## src/design/nau_pkg.sv

```systemverilog
// nau_pkg: types, constants and the scaled tanh table for the activation unit.
// Used by nau_ctrl, nau_lane and neural_activation_unit_core. No dependencies.
`default_nettype none

package nau_pkg;

  localparam int LANES      = 4;
  localparam int SEGMENTS   = 64;
  localparam int FRAC_BITS  = 12;
  localparam int DATA_W     = 16;
  localparam int T_W        = 17;
  localparam int ROM_AW     = $clog2(SEGMENTS + 1);
  localparam int P_W        = DATA_W + $clog2(SEGMENTS + 1);
  localparam int IDX_W      = P_W - 15;
  localparam int PIPE_DEPTH = 6;

  localparam logic [T_W-1:0] TANH_GAIN  = 17'd113050;
  localparam logic [T_W-1:0] DERIV_GAIN = 17'd75366;

  localparam logic signed [DATA_W-1:0] UNIT =
    (FRAC_BITS >= 15) ? 16'sd32767 : DATA_W'(1 << FRAC_BITS);

  localparam logic [1:0] KIND_TANH   = 2'd0;
  localparam logic [1:0] KIND_RELU   = 2'd1;
  localparam logic [1:0] KIND_LINEAR = 2'd2;

  localparam logic MODE_FUNC  = 1'b0;
  localparam logic MODE_DERIV = 1'b1;

  // breakpoint spacing divisor for the table argument
  localparam longint unsigned ROM_SPAN_DIV = (64'd3 * 64'(SEGMENTS)) << FRAC_BITS;

  typedef struct packed {
    logic                     mode;
    logic signed [DATA_W-1:0] x_lane0;
    logic signed [DATA_W-1:0] x_lane1;
    logic signed [DATA_W-1:0] x_lane2;
    logic signed [DATA_W-1:0] x_lane3;
  } req_t;

  typedef struct packed {
    logic signed [DATA_W-1:0] y_lane0;
    logic signed [DATA_W-1:0] y_lane1;
    logic signed [DATA_W-1:0] y_lane2;
    logic signed [DATA_W-1:0] y_lane3;
  } rsp_t;

  typedef struct packed {
    logic       en;
    logic [1:0] kind;
  } ctrl_t;

  typedef logic [T_W-1:0] rom_arr_t [SEGMENTS + 1];

  // restoring long division, used only while building the table
  function automatic longint unsigned udiv64(longint unsigned num, longint unsigned den);
    longint unsigned quo;
    longint unsigned rem;
    quo = '0;
    rem = '0;
    for (int b = 63; b >= 0; b--) begin
      rem = {rem[62:0], num[b]};
      quo = quo << 1;
      if (rem >= den) begin
        rem = rem - den;
        quo = quo | 64'd1;
      end
    end
    return quo;
  endfunction

  // tanh(2a/3) in Q.16 per breakpoint, via e^-2u series in Q.32
  function automatic rom_arr_t build_tanh_rom();
    rom_arr_t          rom;
    longint unsigned   v;
    longint unsigned   n;
    longint unsigned   f;
    longint unsigned   term;
    longint unsigned   r;
    longint unsigned   one;
    longint unsigned   q;
    longint            sum;
    one = 64'd4294967296;
    for (int k = 0; k <= SEGMENTS; k++) begin
      v    = udiv64(longint'(k) << 49, ROM_SPAN_DIV);
      n    = v >> 32;
      f    = v & 64'hFFFF_FFFF;
      term = one;
      sum  = longint'(one);
      for (int j = 1; j <= 16; j++) begin
        term = udiv64((term * f) >> 32, 64'(j));
        if ((j & 1) == 1) sum = sum - longint'(term);
        else sum = sum + longint'(term);
      end
      if (sum < 0) sum = 0;
      r = longint'(sum);
      if (r > one) r = one;
      if (n > 64) n = 64;
      for (longint unsigned m = 0; m < n; m++) r = (r * 64'd1580030169) >> 32;
      q = udiv64(((one - r) << 16) + ((one + r) >> 1), one + r);
      rom[k] = T_W'(q);
    end
    return rom;
  endfunction

  localparam rom_arr_t TANH_ROM = build_tanh_rom();

endpackage

`default_nettype wire

```

## src/design/nau_lane.sv

```systemverilog
// nau_lane: six-stage datapath for one lane (tanh lookup, gains, relu, linear).
// Depends on nau_pkg for the table, gains and codes.
`default_nettype none

module nau_lane (
  input  wire logic                              clk,
  input  wire nau_pkg::ctrl_t                    ctrl,
  input  wire logic                              mode,
  input  wire logic signed [nau_pkg::DATA_W-1:0] x,
  output logic signed [nau_pkg::DATA_W-1:0]      y
);
  import nau_pkg::*;

  logic [DATA_W-1:0] mag;
  logic [P_W-1:0]    p;
  logic [IDX_W-1:0]  idx;
  logic [ROM_AW-1:0] addr;
  logic [T_W-1:0]    lo_c;
  logic [T_W-1:0]    hi_c;
  logic [T_W-1:0]    diff_c;
  logic [14:0]       frac_c;

  logic signed [DATA_W-1:0] x1, x2, x3, x4, x5;
  logic                     mode1, mode2, mode3, mode4, mode5;
  logic [T_W-1:0]           lo1, diff1, lo2, t3;
  logic [14:0]              frac1;
  logic [31:0]              prod2;
  logic [2*T_W-1:0]         ap4, sq4;
  logic signed [DATA_W-1:0] yt5;
  logic [T_W+32:0]          dp5;

  logic [32:0]              interp;
  logic [2*T_W:0]           ar;
  logic [2*T_W:0]           ar_s;
  logic signed [DATA_W:0]   neg_v;
  logic signed [DATA_W-1:0] yt_c;
  logic [32:0]              om;
  logic [T_W+33:0]          dr;
  logic [T_W+33:0]          ds;
  logic signed [DATA_W-1:0] yd_c;
  logic signed [DATA_W-1:0] y_next;

  // stage 1: magnitude, segment and table read
  always_comb begin
    mag    = x[DATA_W-1] ? DATA_W'(~x + 1'b1) : DATA_W'(x);
    p      = P_W'(mag) * P_W'(SEGMENTS);
    idx    = p[P_W-1:15];
    frac_c = p[14:0];
    addr   = idx[ROM_AW-1:0];
    if (idx >= IDX_W'(SEGMENTS)) begin
      lo_c   = TANH_ROM[SEGMENTS];
      hi_c   = TANH_ROM[SEGMENTS];
      frac_c = '0;
    end else begin
      lo_c = TANH_ROM[addr];
      hi_c = TANH_ROM[addr + 1'b1];
    end
    diff_c = (hi_c >= lo_c) ? hi_c - lo_c : '0;
  end

  assign interp = 33'(prod2) + 33'h4000;

  // stage 5: round, sign and clamp the activation; deriv product
  always_comb begin
    ar    = (2*T_W+1)'(ap4) + ((2*T_W+1)'(1) << (31 - FRAC_BITS));
    ar_s  = ar >> (32 - FRAC_BITS);
    neg_v = -$signed({1'b0, (ar_s > 32768) ? 16'h8000 : ar_s[DATA_W-1:0]});
    if (x4[DATA_W-1]) yt_c = neg_v[DATA_W-1:0];
    else yt_c = (ar_s > 32767) ? 16'sd32767 : $signed(ar_s[DATA_W-1:0]);
    om = 33'h1_0000_0000 - 33'(sq4);
  end

  // stage 6: round the derivative, then pick by kind and mode
  always_comb begin
    dr   = (T_W+34)'(dp5) + ((T_W+34)'(1) << (47 - FRAC_BITS));
    ds   = dr >> (48 - FRAC_BITS);
    yd_c = (ds > 32767) ? 16'sd32767 : $signed(ds[DATA_W-1:0]);
    unique case (ctrl.kind)
      KIND_TANH: y_next = (mode5 == MODE_DERIV) ? yd_c : yt5;
      KIND_RELU: begin
        if (x5 > 0) y_next = (mode5 == MODE_DERIV) ? UNIT : x5;
        else y_next = '0;
      end
      default:   y_next = (mode5 == MODE_DERIV) ? UNIT : x5;
    endcase
  end

  always_ff @(posedge clk) begin
    if (ctrl.en) begin
      x1    <= x;
      mode1 <= mode;
      lo1   <= lo_c;
      diff1 <= diff_c;
      frac1 <= frac_c;

      x2    <= x1;
      mode2 <= mode1;
      lo2   <= lo1;
      prod2 <= 32'(diff1) * 32'(frac1);

      x3    <= x2;
      mode3 <= mode2;
      t3    <= lo2 + T_W'(interp >> 15);

      x4    <= x3;
      mode4 <= mode3;
      ap4   <= (2*T_W)'(TANH_GAIN) * (2*T_W)'(t3);
      sq4   <= (2*T_W)'(t3) * (2*T_W)'(t3);

      x5    <= x4;
      mode5 <= mode4;
      yt5   <= yt_c;
      dp5   <= (T_W+33)'(DERIV_GAIN) * (T_W+33)'(om);

      y     <= y_next;
    end
  end

endmodule

`default_nettype wire
```

## config.mk

```make
export PLATFORM = sky130hd
export DESIGN_NAME = nau_lane
export DESIGN_NICKNAME = d
export VERILOG_FILES = /design/src/design/nau_pkg.sv /design/src/design/nau_lane.sv
export SDC_FILE = /design/constraint.sdc
export NUM_CORES = 2
export LEC_CHECK = 0
export BUFFER_PORTS_ARGS = -buffer_cell sky130_fd_sc_hd__buf_2
export CORE_MARGIN = 2
export CORE_UTILIZATION = 35
export CTS_CLUSTER_SIZE = 30
export DETAILED_ROUTE_END_ITERATION = 12
export SLEW_MARGIN = 20
export SYNTH_ARGS = -nofsm -noshare
export SYNTH_HDL_FRONTEND = slang
export SYNTH_SLANG_ARGS = --single-unit
```

## constraint.sdc

```tcl
create_clock -name clk -period 8.7 [get_ports clk]
set_clock_uncertainty 0.2 [all_clocks]
set_input_delay 0 -clock clk [delete_from_list [all_inputs] [get_ports clk]]
set_output_delay 0 -clock clk [all_outputs]
set_load 0.005 [all_outputs]
```

==> run summary <==
worst reg2reg path startpoint - sq4[2]$_DFFE_PP_
CTS Root Cell - clkbuf_16
DRT Pass-1 Iters - 7
Via density - 4.87
largest net degree at the start of global routing - 164
commonest non-fill, non-tap cell in the layout - inv_1
leading area contributor after synthesis - fa_1
vias - 27.5k
maximum achievable frequency - 120 MHz
CP Data Arrival Time - 8.44 ns
WHS Path Cells - 2
clock sink count - 272
wirelength, routed - 90,900 µm
Final Slew Violations - 0
flop-to-flop setup slack - 0.37 ns
wire length per cell - 16.1 µm
first-pass GRT wire length - 151,000 µm
Hold Fails Final Rpt - 0
async set-or-reset flop fraction in the synthesized netlist - 0
hold path endpoint - x1[9]$_DFFE_PP_
initial antenna violation count - 1
Min Hold Slack - 0.0255 ns
Distinct cells, synth - 88
final instance area - 43,800 µm²
DRT iter0 DRCs - 1,405
HP Class - in2reg
gr usage total - 0.157
Die ar. - 118,000 µm²
Final setup viols - 0
Crit Path Max Fanout - 5
post-synth net total - 5,267
Layout area overhead - 8.25%
Netlist Area Pre-Place - 40,500 µm²
post-route DRC violation count - 0
Initial Util - 0.353
CP startpoint - sq4[2]$_DFFE_PP_
Core Util, Final - 0.383
H-tree depth - 1
top cell type's share of synthesized area - 0.282
Layout Nets - 5,303
Setup CP Type - reg2reg
CP required - 8.81 ns
synth warn - 0
final antenna-violating net count - 0
Top FF cell, synth - edfxtp_1
minimum clock period - 8.33 ns
Fillers - 11.4k
most frequent cells in the layout - 927 x inv_1, 595 x ha_1, 570 x fa_1
Placer Congestion - 0.897
Reg2Reg Depth - 28
Final period util - 0.957
CTS buffer count - 29
setup slack after placement - 0.153 ns
layout cells sized above 1 - 0.0462
IO Port Bufs - 36
Seq/Total Area, Yosys - 0.202
placed cell areas - 42,600 µm²
Crit-path slowest cell - fa_1
CTS clk-pin slew, worst paths - 0.06 ns
worst-margin pin slew - 1.18 ns
row count - 124
outcome - completed
cell mode on critical path - fa_1
Worst-Skew Late Latency - 0.57 ns
Area contributors post-synth - fa_1 28%, edfxtp_1 20%, ha_1 18%
TritonCTS clock tree - built
clk buf depth - 3
worst hold start - x[9]
IO Count - 37
Core ar. - 115,000 µm²
Max-Cap Viols - 0
CP peak stage delay - 0.54 ns
crit end category - register
DP Wirelength - 75,300 µm
vias in the first global route - 29.0k
Post-synth EDFFs - 272
Die Span Y - 344 µm
Slew HR - 0.206
CP startpoint kind - register
Synth Register Bits - 272
total gr overflow - 0
Gate Count Post-Synth - 4,081
Antenna Cells - 0
Final WS setup - 0.372 ns
Die W - 344 µm
synthesized area per cell - 9.91 µm²
reg-to-reg endpoint - dp5[49]$_DFFE_PP_
-- worst max path at each step --
| stage | to | slack (ns) | cells after the start |
|---|---|---|---|
| after CTS | dp5[44]$_DFFE_PP_ | 0.12 | 28 |
| after floorplan | dp5[42]$_DFFE_PP_ | 0.53 | 30 |
| final | dp5[49]$_DFFE_PP_ | 0.37 | 28 |
| after global routing | dp5[44]$_DFFE_PP_ | -0.02 | 28 |
| after global placement | dp5[42]$_DFFE_PP_ | 0.22 | 28 |
| after detailed placement | dp5[42]$_DFFE_PP_ | 0.15 | 28 |
-- registers in the layout, summed over array words and instances, names as in the netlist --
name	flops
x5	16
mode5	1
yt5	16
lo1	16
mode4	1
mode1	1
sq4	32
x4	16
prod2	18
mode3	1
x3	16
dp5	15
lo2	16
t3	17
x2	16
diff1	17
x1	16
mode2	1
y	16
frac1	9
ap4	15
-- logic make-up (layout without fill, tap and decap cells) --
family | after synthesis | in the layout | synth area share
fa+ha+maj | 1165 | 1165 | 0.466
buf+inv | 1038 | 1095 | 0.0966
simple gates | 879 | 879 | 0.102
compound gates | 485 | 485 | 0.0787
flops | 272 | 272 | 0.202
xor+xnor | 233 | 233 | 0.0516
mux | 9 | 9 | 0.00269
-- metrics by stage --
| stage | TNS [ns] | std cells |
|---|---|---|
| floorplan | 0 | 4081 |
| global placement | 0 | 5575 |
| detailed placement | 0 | 5575 |
| CTS | 0 | 5649 |
| global route | -0.0191 | 5650 |
| finish | 0 | 5650 |
-- Yosys cell counts, types with 24 or more instances --
cell / n
ha_1: 595
xnor2_1: 141
o21ai_0: 98
clkbuf_1: 94
edfxtp_1: 272
and2_1: 97
nor2_1: 213
nand2_1: 304
a21o_1: 42
a21oi_1: 124
inv_1: 927
fa_1: 570
nor3_1: 58
nand3_1: 59
and3_1: 24
xor2_1: 87
a31oi_1: 24
a211oi_1: 25
-- layout make-up --
type                       instances  area, µm²  area share
tap                             1512       1890      0.0432
clock inverter                    23        253     0.00577
clock buffer                      29        726      0.0166
inverter                         933       3500      0.0800
sequential                       272       8170       0.186
multi-input combinational       2771      28400       0.649
timing repair buffer             110        813      0.0186
-- layer usage --
metal / vias up / wire length (µm) / GRT usage / part of all wire
li1: 13200 / - / - / -
met4: 0 / 2370 / 0.0396 / 0.026
met3: 134 / 3070 / 0.0121 / 0.034
met2: 541 / 45900 / 0.283 / 0.50
met5: - / 0 / 0 / 0
met1: 13600 / 39600 / 0.204 / 0.44
-- worst max-delay path: cells and delay by family (launching register included) --
kind | cells | cell delay, ns
buf+inv | 5 | 0.28
fa+ha+maj | 6 | 2.85
compound gates | 6 | 1.17
simple gates | 8 | 2.60
xor+xnor | 3 | 0.51
flops | 1 | 0.46
-- what timing repair did --
item | CTS | global route
resized for setup | 0 | 6
setup buffers | 0 | 1
hold buffers | 22 | 0
endpoints found under the setup margin | 0 | 9
endpoints found under the hold margin | 144 | 0
Power is left out: the tool's default activity adds up to more than one toggle a clock period on the data nets, which glitch-free logic cannot reach.
