### config.mk
export PLATFORM = sky130hd
export DESIGN_NAME = nau_ctrl
export DESIGN_NICKNAME = d
export VERILOG_FILES = /design/src/design/nau_pkg.sv /design/src/design/nau_ctrl.sv
export SDC_FILE = /design/constraint.sdc
export NUM_CORES = 1
export LEC_CHECK = 0
export ABC_AREA = 1
export BUFFER_PORTS_ARGS = -buffer_cell sky130_fd_sc_hd__buf_2
export CORE_AREA = 8 8 45 47
export DETAILED_ROUTE_END_ITERATION = 7
export DIE_AREA = 0 0 53 55
export SLEW_MARGIN = 10
export SYNTH_ARGS = -nofsm -noshare
export SYNTH_HDL_FRONTEND = slang
export SYNTH_SLANG_ARGS = --single-unit
export TNS_END_PERCENT = 50
### constraint.sdc
create_clock -name clk -period 1.06 [get_ports clk]
set_clock_uncertainty 0.15 [all_clocks]
set_input_delay 0.053 -clock clk [delete_from_list [all_inputs] [get_ports clk]]
set_output_delay 0.053 -clock clk [all_outputs]
set_load 0.05 [all_outputs]
### src/design/nau_pkg.sv
// nau_pkg: types, constants and the scaled tanh table for the activation unit.
// Used by nau_ctrl, nau_lane and neural_activation_unit_core. No dependencies.
`default_nettype none

package nau_pkg;

  localparam int LANES      = 4;
  localparam int SEGMENTS   = 64;
  localparam int FRAC_BITS  = 12;
  localparam int DATA_W     = 16;
  localparam int T_W        = 17;
  localparam int ROM_AW     = $clog2(SEGMENTS + 1);
  localparam int P_W        = DATA_W + $clog2(SEGMENTS + 1);
  localparam int IDX_W      = P_W - 15;
  localparam int PIPE_DEPTH = 6;

  localparam logic [T_W-1:0] TANH_GAIN  = 17'd113050;
  localparam logic [T_W-1:0] DERIV_GAIN = 17'd75366;

  localparam logic signed [DATA_W-1:0] UNIT =
    (FRAC_BITS >= 15) ? 16'sd32767 : DATA_W'(1 << FRAC_BITS);

  localparam logic [1:0] KIND_TANH   = 2'd0;
  localparam logic [1:0] KIND_RELU   = 2'd1;
  localparam logic [1:0] KIND_LINEAR = 2'd2;

  localparam logic MODE_FUNC  = 1'b0;
  localparam logic MODE_DERIV = 1'b1;

  // breakpoint spacing divisor for the table argument
  localparam longint unsigned ROM_SPAN_DIV = (64'd3 * 64'(SEGMENTS)) << FRAC_BITS;

  typedef struct packed {
    logic                     mode;
    logic signed [DATA_W-1:0] x_lane0;
    logic signed [DATA_W-1:0] x_lane1;
    logic signed [DATA_W-1:0] x_lane2;
    logic signed [DATA_W-1:0] x_lane3;
  } req_t;

  typedef struct packed {
    logic signed [DATA_W-1:0] y_lane0;
    logic signed [DATA_W-1:0] y_lane1;
    logic signed [DATA_W-1:0] y_lane2;
    logic signed [DATA_W-1:0] y_lane3;
  } rsp_t;

  typedef struct packed {
    logic       en;
    logic [1:0] kind;
  } ctrl_t;

  typedef logic [T_W-1:0] rom_arr_t [SEGMENTS + 1];

  // restoring long division, used only while building the table
  function automatic longint unsigned udiv64(longint unsigned num, longint unsigned den);
    longint unsigned quo;
    longint unsigned rem;
    quo = '0;
    rem = '0;
    for (int b = 63; b >= 0; b--) begin
      rem = {rem[62:0], num[b]};
      quo = quo << 1;
      if (rem >= den) begin
        rem = rem - den;
        quo = quo | 64'd1;
      end
    end
    return quo;
  endfunction

  // tanh(2a/3) in Q.16 per breakpoint, via e^-2u series in Q.32
  function automatic rom_arr_t build_tanh_rom();
    rom_arr_t          rom;
    longint unsigned   v;
    longint unsigned   n;
    longint unsigned   f;
    longint unsigned   term;
    longint unsigned   r;
    longint unsigned   one;
    longint unsigned   q;
    longint            sum;
    one = 64'd4294967296;
    for (int k = 0; k <= SEGMENTS; k++) begin
      v    = udiv64(longint'(k) << 49, ROM_SPAN_DIV);
      n    = v >> 32;
      f    = v & 64'hFFFF_FFFF;
      term = one;
      sum  = longint'(one);
      for (int j = 1; j <= 16; j++) begin
        term = udiv64((term * f) >> 32, 64'(j));
        if ((j & 1) == 1) sum = sum - longint'(term);
        else sum = sum + longint'(term);
      end
      if (sum < 0) sum = 0;
      r = longint'(sum);
      if (r > one) r = one;
      if (n > 64) n = 64;
      for (longint unsigned m = 0; m < n; m++) r = (r * 64'd1580030169) >> 32;
      q = udiv64(((one - r) << 16) + ((one + r) >> 1), one + r);
      rom[k] = T_W'(q);
    end
    return rom;
  endfunction

  localparam rom_arr_t TANH_ROM = build_tanh_rom();

endpackage

`default_nettype wire

### src/design/nau_ctrl.sv
// nau_ctrl: activation kind register and the valid/stall control of the lane pipeline.
// Depends on nau_pkg.
`default_nettype none

module nau_ctrl (
  input  wire logic        clk,
  input  wire logic        rst,
  input  wire logic        cfg_we,
  input  wire logic [1:0]  cfg_wdata,
  input  wire logic        req_valid,
  output logic             req_ready,
  output logic             res_valid,
  input  wire logic        res_ready,
  output nau_pkg::ctrl_t   ctrl
);
  import nau_pkg::*;

  logic [1:0]            kind;
  logic [PIPE_DEPTH-1:0] vld;
  logic [PIPE_DEPTH-1:0] vld_next;
  logic                  en;

  // whole pipeline advances unless the result register is held
  assign en        = !vld[PIPE_DEPTH-1] || res_ready;
  assign req_ready = en;
  assign res_valid = vld[PIPE_DEPTH-1];
  assign vld_next  = {vld[PIPE_DEPTH-2:0], req_valid};

  always_ff @(posedge clk) begin
    if (rst) begin
      kind <= KIND_TANH;
      vld  <= '0;
    end else begin
      if (cfg_we) kind <= cfg_wdata;
      if (en) vld <= vld_next;
    end
  end

  assign ctrl.en   = en;
  assign ctrl.kind = kind;

endmodule

`default_nettype wire

==> results of run 1 <==
-- state kept, by name, indices dropped and copies added (netlist names) --
| register | count |
|---|---|
| kind | 2 |
| vld | 6 |
-- cells in the mapped netlist (all sizes together) --
cell	n
nand2	6
nor2	15
buf	1
inv	9
o21ai	2
nand3	5
dfxtp	8
a21oi	1
-- how the worst max path moves through the flow --
stage,cells after the start,to
after floorplan,2,ctrl[2]
after global placement,4,vld[1]$_SDFFE_PP0P_
after detailed placement,4,vld[1]$_SDFFE_PP0P_
after CTS,2,ctrl[2]
after global routing,5,vld[4]$_SDFFE_PP0P_
final,2,ctrl[2]
-- cell usage in the layout, fill, tap and decap left out, drive strengths merged --
cell,n
o21ai,2
a21oi,1
nand3,5
clkbuf,6
dfxtp,8
buf,12
nor2,15
nand2,6
dlygate4sd3,5
inv,9
-- through the flow --
stage	cell area, sq um	utilization	setup TNS [ns]	setup WS [ns]
4_1_cts	498	0.360	-0.0429	-0.0215
3_5_place_dp	407	0.294	0	0.134
2_1_floorplan	339	-	0	0.00821
6_report	543	0.392	0	0.0163
5_1_grt	543	0.392	-0.122	-0.0424
3_3_place_gp	407	0.294	0	0.156
-- power breakdown --
group	switching (mW)	internal, mW	total (mW)
Combinational	0.0571	0.0434	0.100
Sequential	0.00674	0.312	0.319
Clock	0.102	0.144	0.246
Total	0.166	0.499	0.665
-- worst max-delay path, cell delays in order, from the launching register on --
cell and delay (ns):
dfxtp_4 0.36, nand2_4 0.07, buf_6 0.16
-- final cells by class --
class,instances,area share
timing repair buffer,19,0.286
clock buffer,4,0.0484
sequential,8,0.302
inverter,9,0.0668
multi-input combinational,29,0.260
tap,16,0.0369
-- routing by layer --
layer,up-vias,share of wire,global-route usage
met5,-,0,0
met4,0,0,0.0517
met3,0,0.11,0.0348
met2,12,0.44,0.0781
met1,143,0.44,0.0504
li1,184,-,-
-- timing repair --
action,4_1_cts,5_1_grt
gates resized for setup,3,9
endpoints found under the setup margin,3,9
pin swaps,0,8
endpoints found under the hold margin,8,1
setup buffers,1,2
-- logic make-up after synthesis --
kind of cell,Yosys count
and+or+nand+nor,26
buffers and inverters,10
DFF,8
AOI/OAI and AO/OA,3
==> results.yml, run 1 <==
power:
  p_per_area_nw_per_um2: 1230
  leakagePower_nw: 0.253
  ir_worst_vdd_uv: 643
  post-layout-total-power_mw: 0.665
hold_path:
  min_from: "res_ready"
  hp-class: "in2reg"
  hold_end: "vld[3]$_SDFFE_PP0P_"
  holdPathStages: 4
placed_design:
  gp_congestion: 0.709
  io_buffer_count: 11
  dp_cells: 73
  hpwl_microns: 501
synthesis:
  synth_area_sq_um: 328
  synthSimpleGateAreaFrac: 0.340
  seq_area_frac_synth: 0.489
  synth.mux.area_fraction: 0
  synthCells: 47
  synth_nets: 54
  synth_xor_area_frac: 0
  ys_ff_latch: 8
  avgSynthCellArea_sq_um: 6.97
  synth_cell_types: 10
  yosysWarnings: 0
  synth_compound_area_frac: 0.0458
  synthAdderAreaFrac: 0
  yosysTopAreaCell: "dfxtp_1"
  yosysTopAreaCellShare: 0.489
  synth_top_family_by_area: "simple AND/OR/NAND/NOR gates"
  synthTopCellsByArea: "dfxtp_1, nor2_1, nand3_1, inv_1, nand2_1"
timing:
  finalCriticalPeriod_ns: 1.04
  finalHoldViolations: 3
  period_share: 0.985
  grt_setup_unrepaired: "true"
  drv_slew: 0
  max-slew-margin-rel: 0.892
  setup_viol: 0
  whs_ns: -0.0129
  max_slew.worst_pin.slew_ns: 0.162
  max_freq_mhz: 958
detailed_routing:
  wl_microns: 705
  dr.pass1.iters: 2
  drcViolationCount: 0
  vias_per_cell: 3.99
  vias: 339
  first_iter_violations: 3
  ant_nets: 0
  wl_per_cell_microns: 8.29
finish:
  register_area_sq_um: 164
  drive_above_1_share: 0.362
  final_net_count: 77
  antenna_cells: 0
  area_growth_pct: 65.6
  fill_cells: 141
  finalNonFillerCells: 85
  multi_input_area_sq_um: 141
worst_setup_path:
  crit_type: "reg2out"
  crit_path_max_fanout: 3
  r2r-start: "vld[5]$_SDFFE_PP0P_"
  cp-end-kind: "primary output"
  start_kind: "flip-flop"
  ff2ff_path_depth: 5
  arrival_ns: 0.84
  critPathRequiredTime_ns: 0.86
  r2r_setup_slack_ns: 0.03
  rr_endpoint: "vld[4]$_SDFFE_PP0P_"
  cp-startpoint: "vld[5]$_SDFFE_PP0P_"
die:
  rows: 14
  coreArea_sq_um: 1380
  die_w_microns: 53
  start_util: 0.237
  io_pins: 12
  die_area_sq_um: 2920
  fp.dieH_microns: 55
global_routing:
  grt_pass1_vias: 300
  grt_antenna_before_repair: 0
  grt.overflow.total: 0
  grt_pass1_wl_mm: 1.12
  grt_max_degree: 8
  grtUsageTotal: 0.0536
clocking:
  hold_buffers: 5
  clock-sinks: 8
  clkTransAtPathRegs_ns: 0.06
  insertion_delay_ns: 0.25
  clockBufferDepth: 2
  ctsHtreeMaxLevel: 1
  cts_tree: "yes"
  cts_made_buffers: 3
  clock-root-buffer: "clkbuf_4"
status:
  violations: "negative hold slack"
  outcome: "finished, violations left"
flow_run:
  max_cap_violations: 0
(Power assumes the default switching activity.)
==> run 2: changes to the inputs <==
ABC_AREA = not set   (was 1)
==> results.yml, run 2 <==
placed_design:
  dp_cells: 54
  pre_cts_ws_ns: 0.0387
  gp_congestion: 0.651
  hpwl_microns: 447
  postPlaceCellArea_sq_um: 385
  io_buffer_count: 11
detailed_routing:
  first_iter_violations: 6
  vias: 255
  drcViolationCount: 0
  ant_nets: 0
  vias_per_cell: 3.86
  dr.pass1.iters: 2
  wl_microns: 673
  wl_per_cell_microns: 10.2
finish:
  antenna_cells: 0
  drive_above_1_share: 0.400
  final_util: 0.373
  layout_common_cells: "buf_2, dfxtp_1, mux2i_1, dlygate4sd3_1"
  largest_reg_flops: 6
  final_net_count: 58
  top_register: "vld"
  finalNonFillerCells: 66
  final_area_sq_um: 515
  area_growth_pct: 66.8
  reg.largest.list: "vld x6, kind x2"
  fill_cells: 138
timing:
  max_slew.worst_pin.slew_ns: 0.250
  finalCriticalPeriod_ns: 1.19
  setup_viol: 6
  setup_slack_ns: -0.126
  grt_setup_unrepaired: "true"
  max_freq_mhz: 843
  max-slew-margin-rel: 0.835
  finalHoldViolations: 0
  drv_slew: 0
  period_share: 1.12
synthesis:
  synthTopCellsByArea: "dfxtp_1, mux2i_1, nand2b_1, nor2b_4, nand4bb_1"
  synth-edff-count: 0
  synthSimpleGateAreaFrac: 0.206
  yosysTopAreaCell: "dfxtp_1"
  seq_area_frac_synth: 0.518
  avgSynthCellArea_sq_um: 11.0
  ys_ff_latch: 8
  synth_xor_area_frac: 0
  synth.mux.area_fraction: 0.194
  synthFlopType: "dfxtp_1"
  ys_async_sr_fraction: 0
  synth_compound_area_frac: 0.0324
  synth_top_family_by_area: "simple AND/OR/NAND/NOR gates"
  yosysMostFrequentCell: "dfxtp_1"
  synth_nets: 35
  synthCells: 28
  yosysTopAreaCellShare: 0.518
  synth_cell_types: 11
  synthAdderAreaFrac: 0
  yosysWarnings: 0
  synth_area_sq_um: 309
  ys_top_cells_by_count: "dfxtp_1, mux2i_1, nand2b_1, nor2_1"
die:
  coreArea_sq_um: 1380
  die_area_sq_um: 2920
  rows: 14
  die_w_microns: 53
  fp.dieH_microns: 55
  start_util: 0.223
  io_pins: 12
worst_setup_path:
  start_kind: "flip-flop"
  worstPathCellList: "nor2b_4 -> inv_6 -> buf_8"
  path_buf_inv: 2
  cpPeakStageDelay_ns: 0.35
  crit_type: "reg2out"
  critPathRequiredTime_ns: 0.86
  critical-path-slowest-cell: "dfxtp_4"
  r2r_setup_slack_ns: -0.04
  crit_path_max_fanout: 3
  cp-end-kind: "primary output"
  arrival_ns: 0.98
  path_delay_family: "flip-flops"
clocking:
  insertion_delay_ns: 0.25
  clkTransAtPathRegs_ns: 0.06
  cts_made_buffers: 3
  ctsHtreeMaxLevel: 1
  clockBufferDepth: 2
  cts_tree: "yes"
  clock-root-buffer: "clkbuf_4"
  clock-sinks: 8
global_routing:
  grt_antenna_before_repair: 0
  grtUsageTotal: 0.0531
  grt_pass1_vias: 269
  grt_pass1_wl_mm: 1.13
  grt_max_degree: 10
  grt.overflow.total: 0
status:
  outcome: "finished, violations left"
  violations: "negative setup slack"
power:
  p_per_area_nw_per_um2: 1260
  leakagePower_nw: 0.228
  ir_worst_vdd_uv: 560
hold_path:
  hp-class: "in2reg"
flow_run:
  max_cap_violations: 0
## run 2: routing by layer
layer	global-route usage	vias to the layer above	part of all wire
met5	0	-	0
met4	0.0259	0	0
met1	0.0595	114	0.42
met2	0.0801	5	0.49
li1	-	136	-
met3	0.0294	0	0.086
## run 2: tightest hold or removal path, stage by stage
cell and delay (ns):
buf_2 0.11, nor2b_4 0.05, inv_6 0.06, buf_4 0.12, a21oi_2 0.05
## run 2: cells by family after synthesis
| group | count (synthesis) |
|---|---|
| simple gates | 9 |
| flops | 8 |
| mux | 6 |
| buf+inv | 3 |
| compound gates | 2 |
## run 2: layout make-up
class | instances | area (sq um) | share of cell area
Inverter | 2 | 12.5 | 0.0243
Tap cell | 16 | 20.0 | 0.0388
Timing Repair Buffer | 19 | 155 | 0.301
Sequential cell | 8 | 164 | 0.318
Clock buffer | 4 | 26.3 | 0.0510
Multi-Input combinational cell | 17 | 138 | 0.267
## run 2: power breakdown
group          leakage [nW]  switching, mW  internal (mW)
clock                0.0150          0.111          0.145
combinational         0.147         0.0389         0.0409
sequential           0.0662        0.00378          0.309
## run 2: timing repair
item                                    4_1_cts  5_1_grt
cloned                                        0        0
hold buffers                                  6        0
gates resized for setup                       6        3
setup buffers                                 2        0
endpoints found under the setup margin        3       10
endpoints found under the hold margin         5        0
## run 2: worst paths after layout
kind	cells after the start	to	from
setup / recovery	3	req_ready	vld[5]$_SDFFE_PP0P_
hold reg to reg	2	vld[5]$_SDFFE_PP0P_	vld[4]$_SDFFE_PP0P_
setup reg to reg	4	vld[0]$_SDFFE_PP0P_	vld[5]$_SDFFE_PP0P_
hold / removal	5	vld[5]$_SDFFE_PP0P_	res_ready
## run 2: per-stage QoR
| step | power (mW) | setup TNS (ns) | hold slack (ns) |
|---|---|---|---|
| final | 0.648 | -0.360 | 0.0755 |
| after global routing | 0.681 | -0.739 | 0.0858 |
| after CTS | 0.646 | -0.366 | 0.0767 |
| after detailed placement | 0.378 | 0 | 0.155 |
| after global placement | 0.379 | 0 | 0.148 |
| after floorplan | 0.355 | -0.408 | -0.0376 |
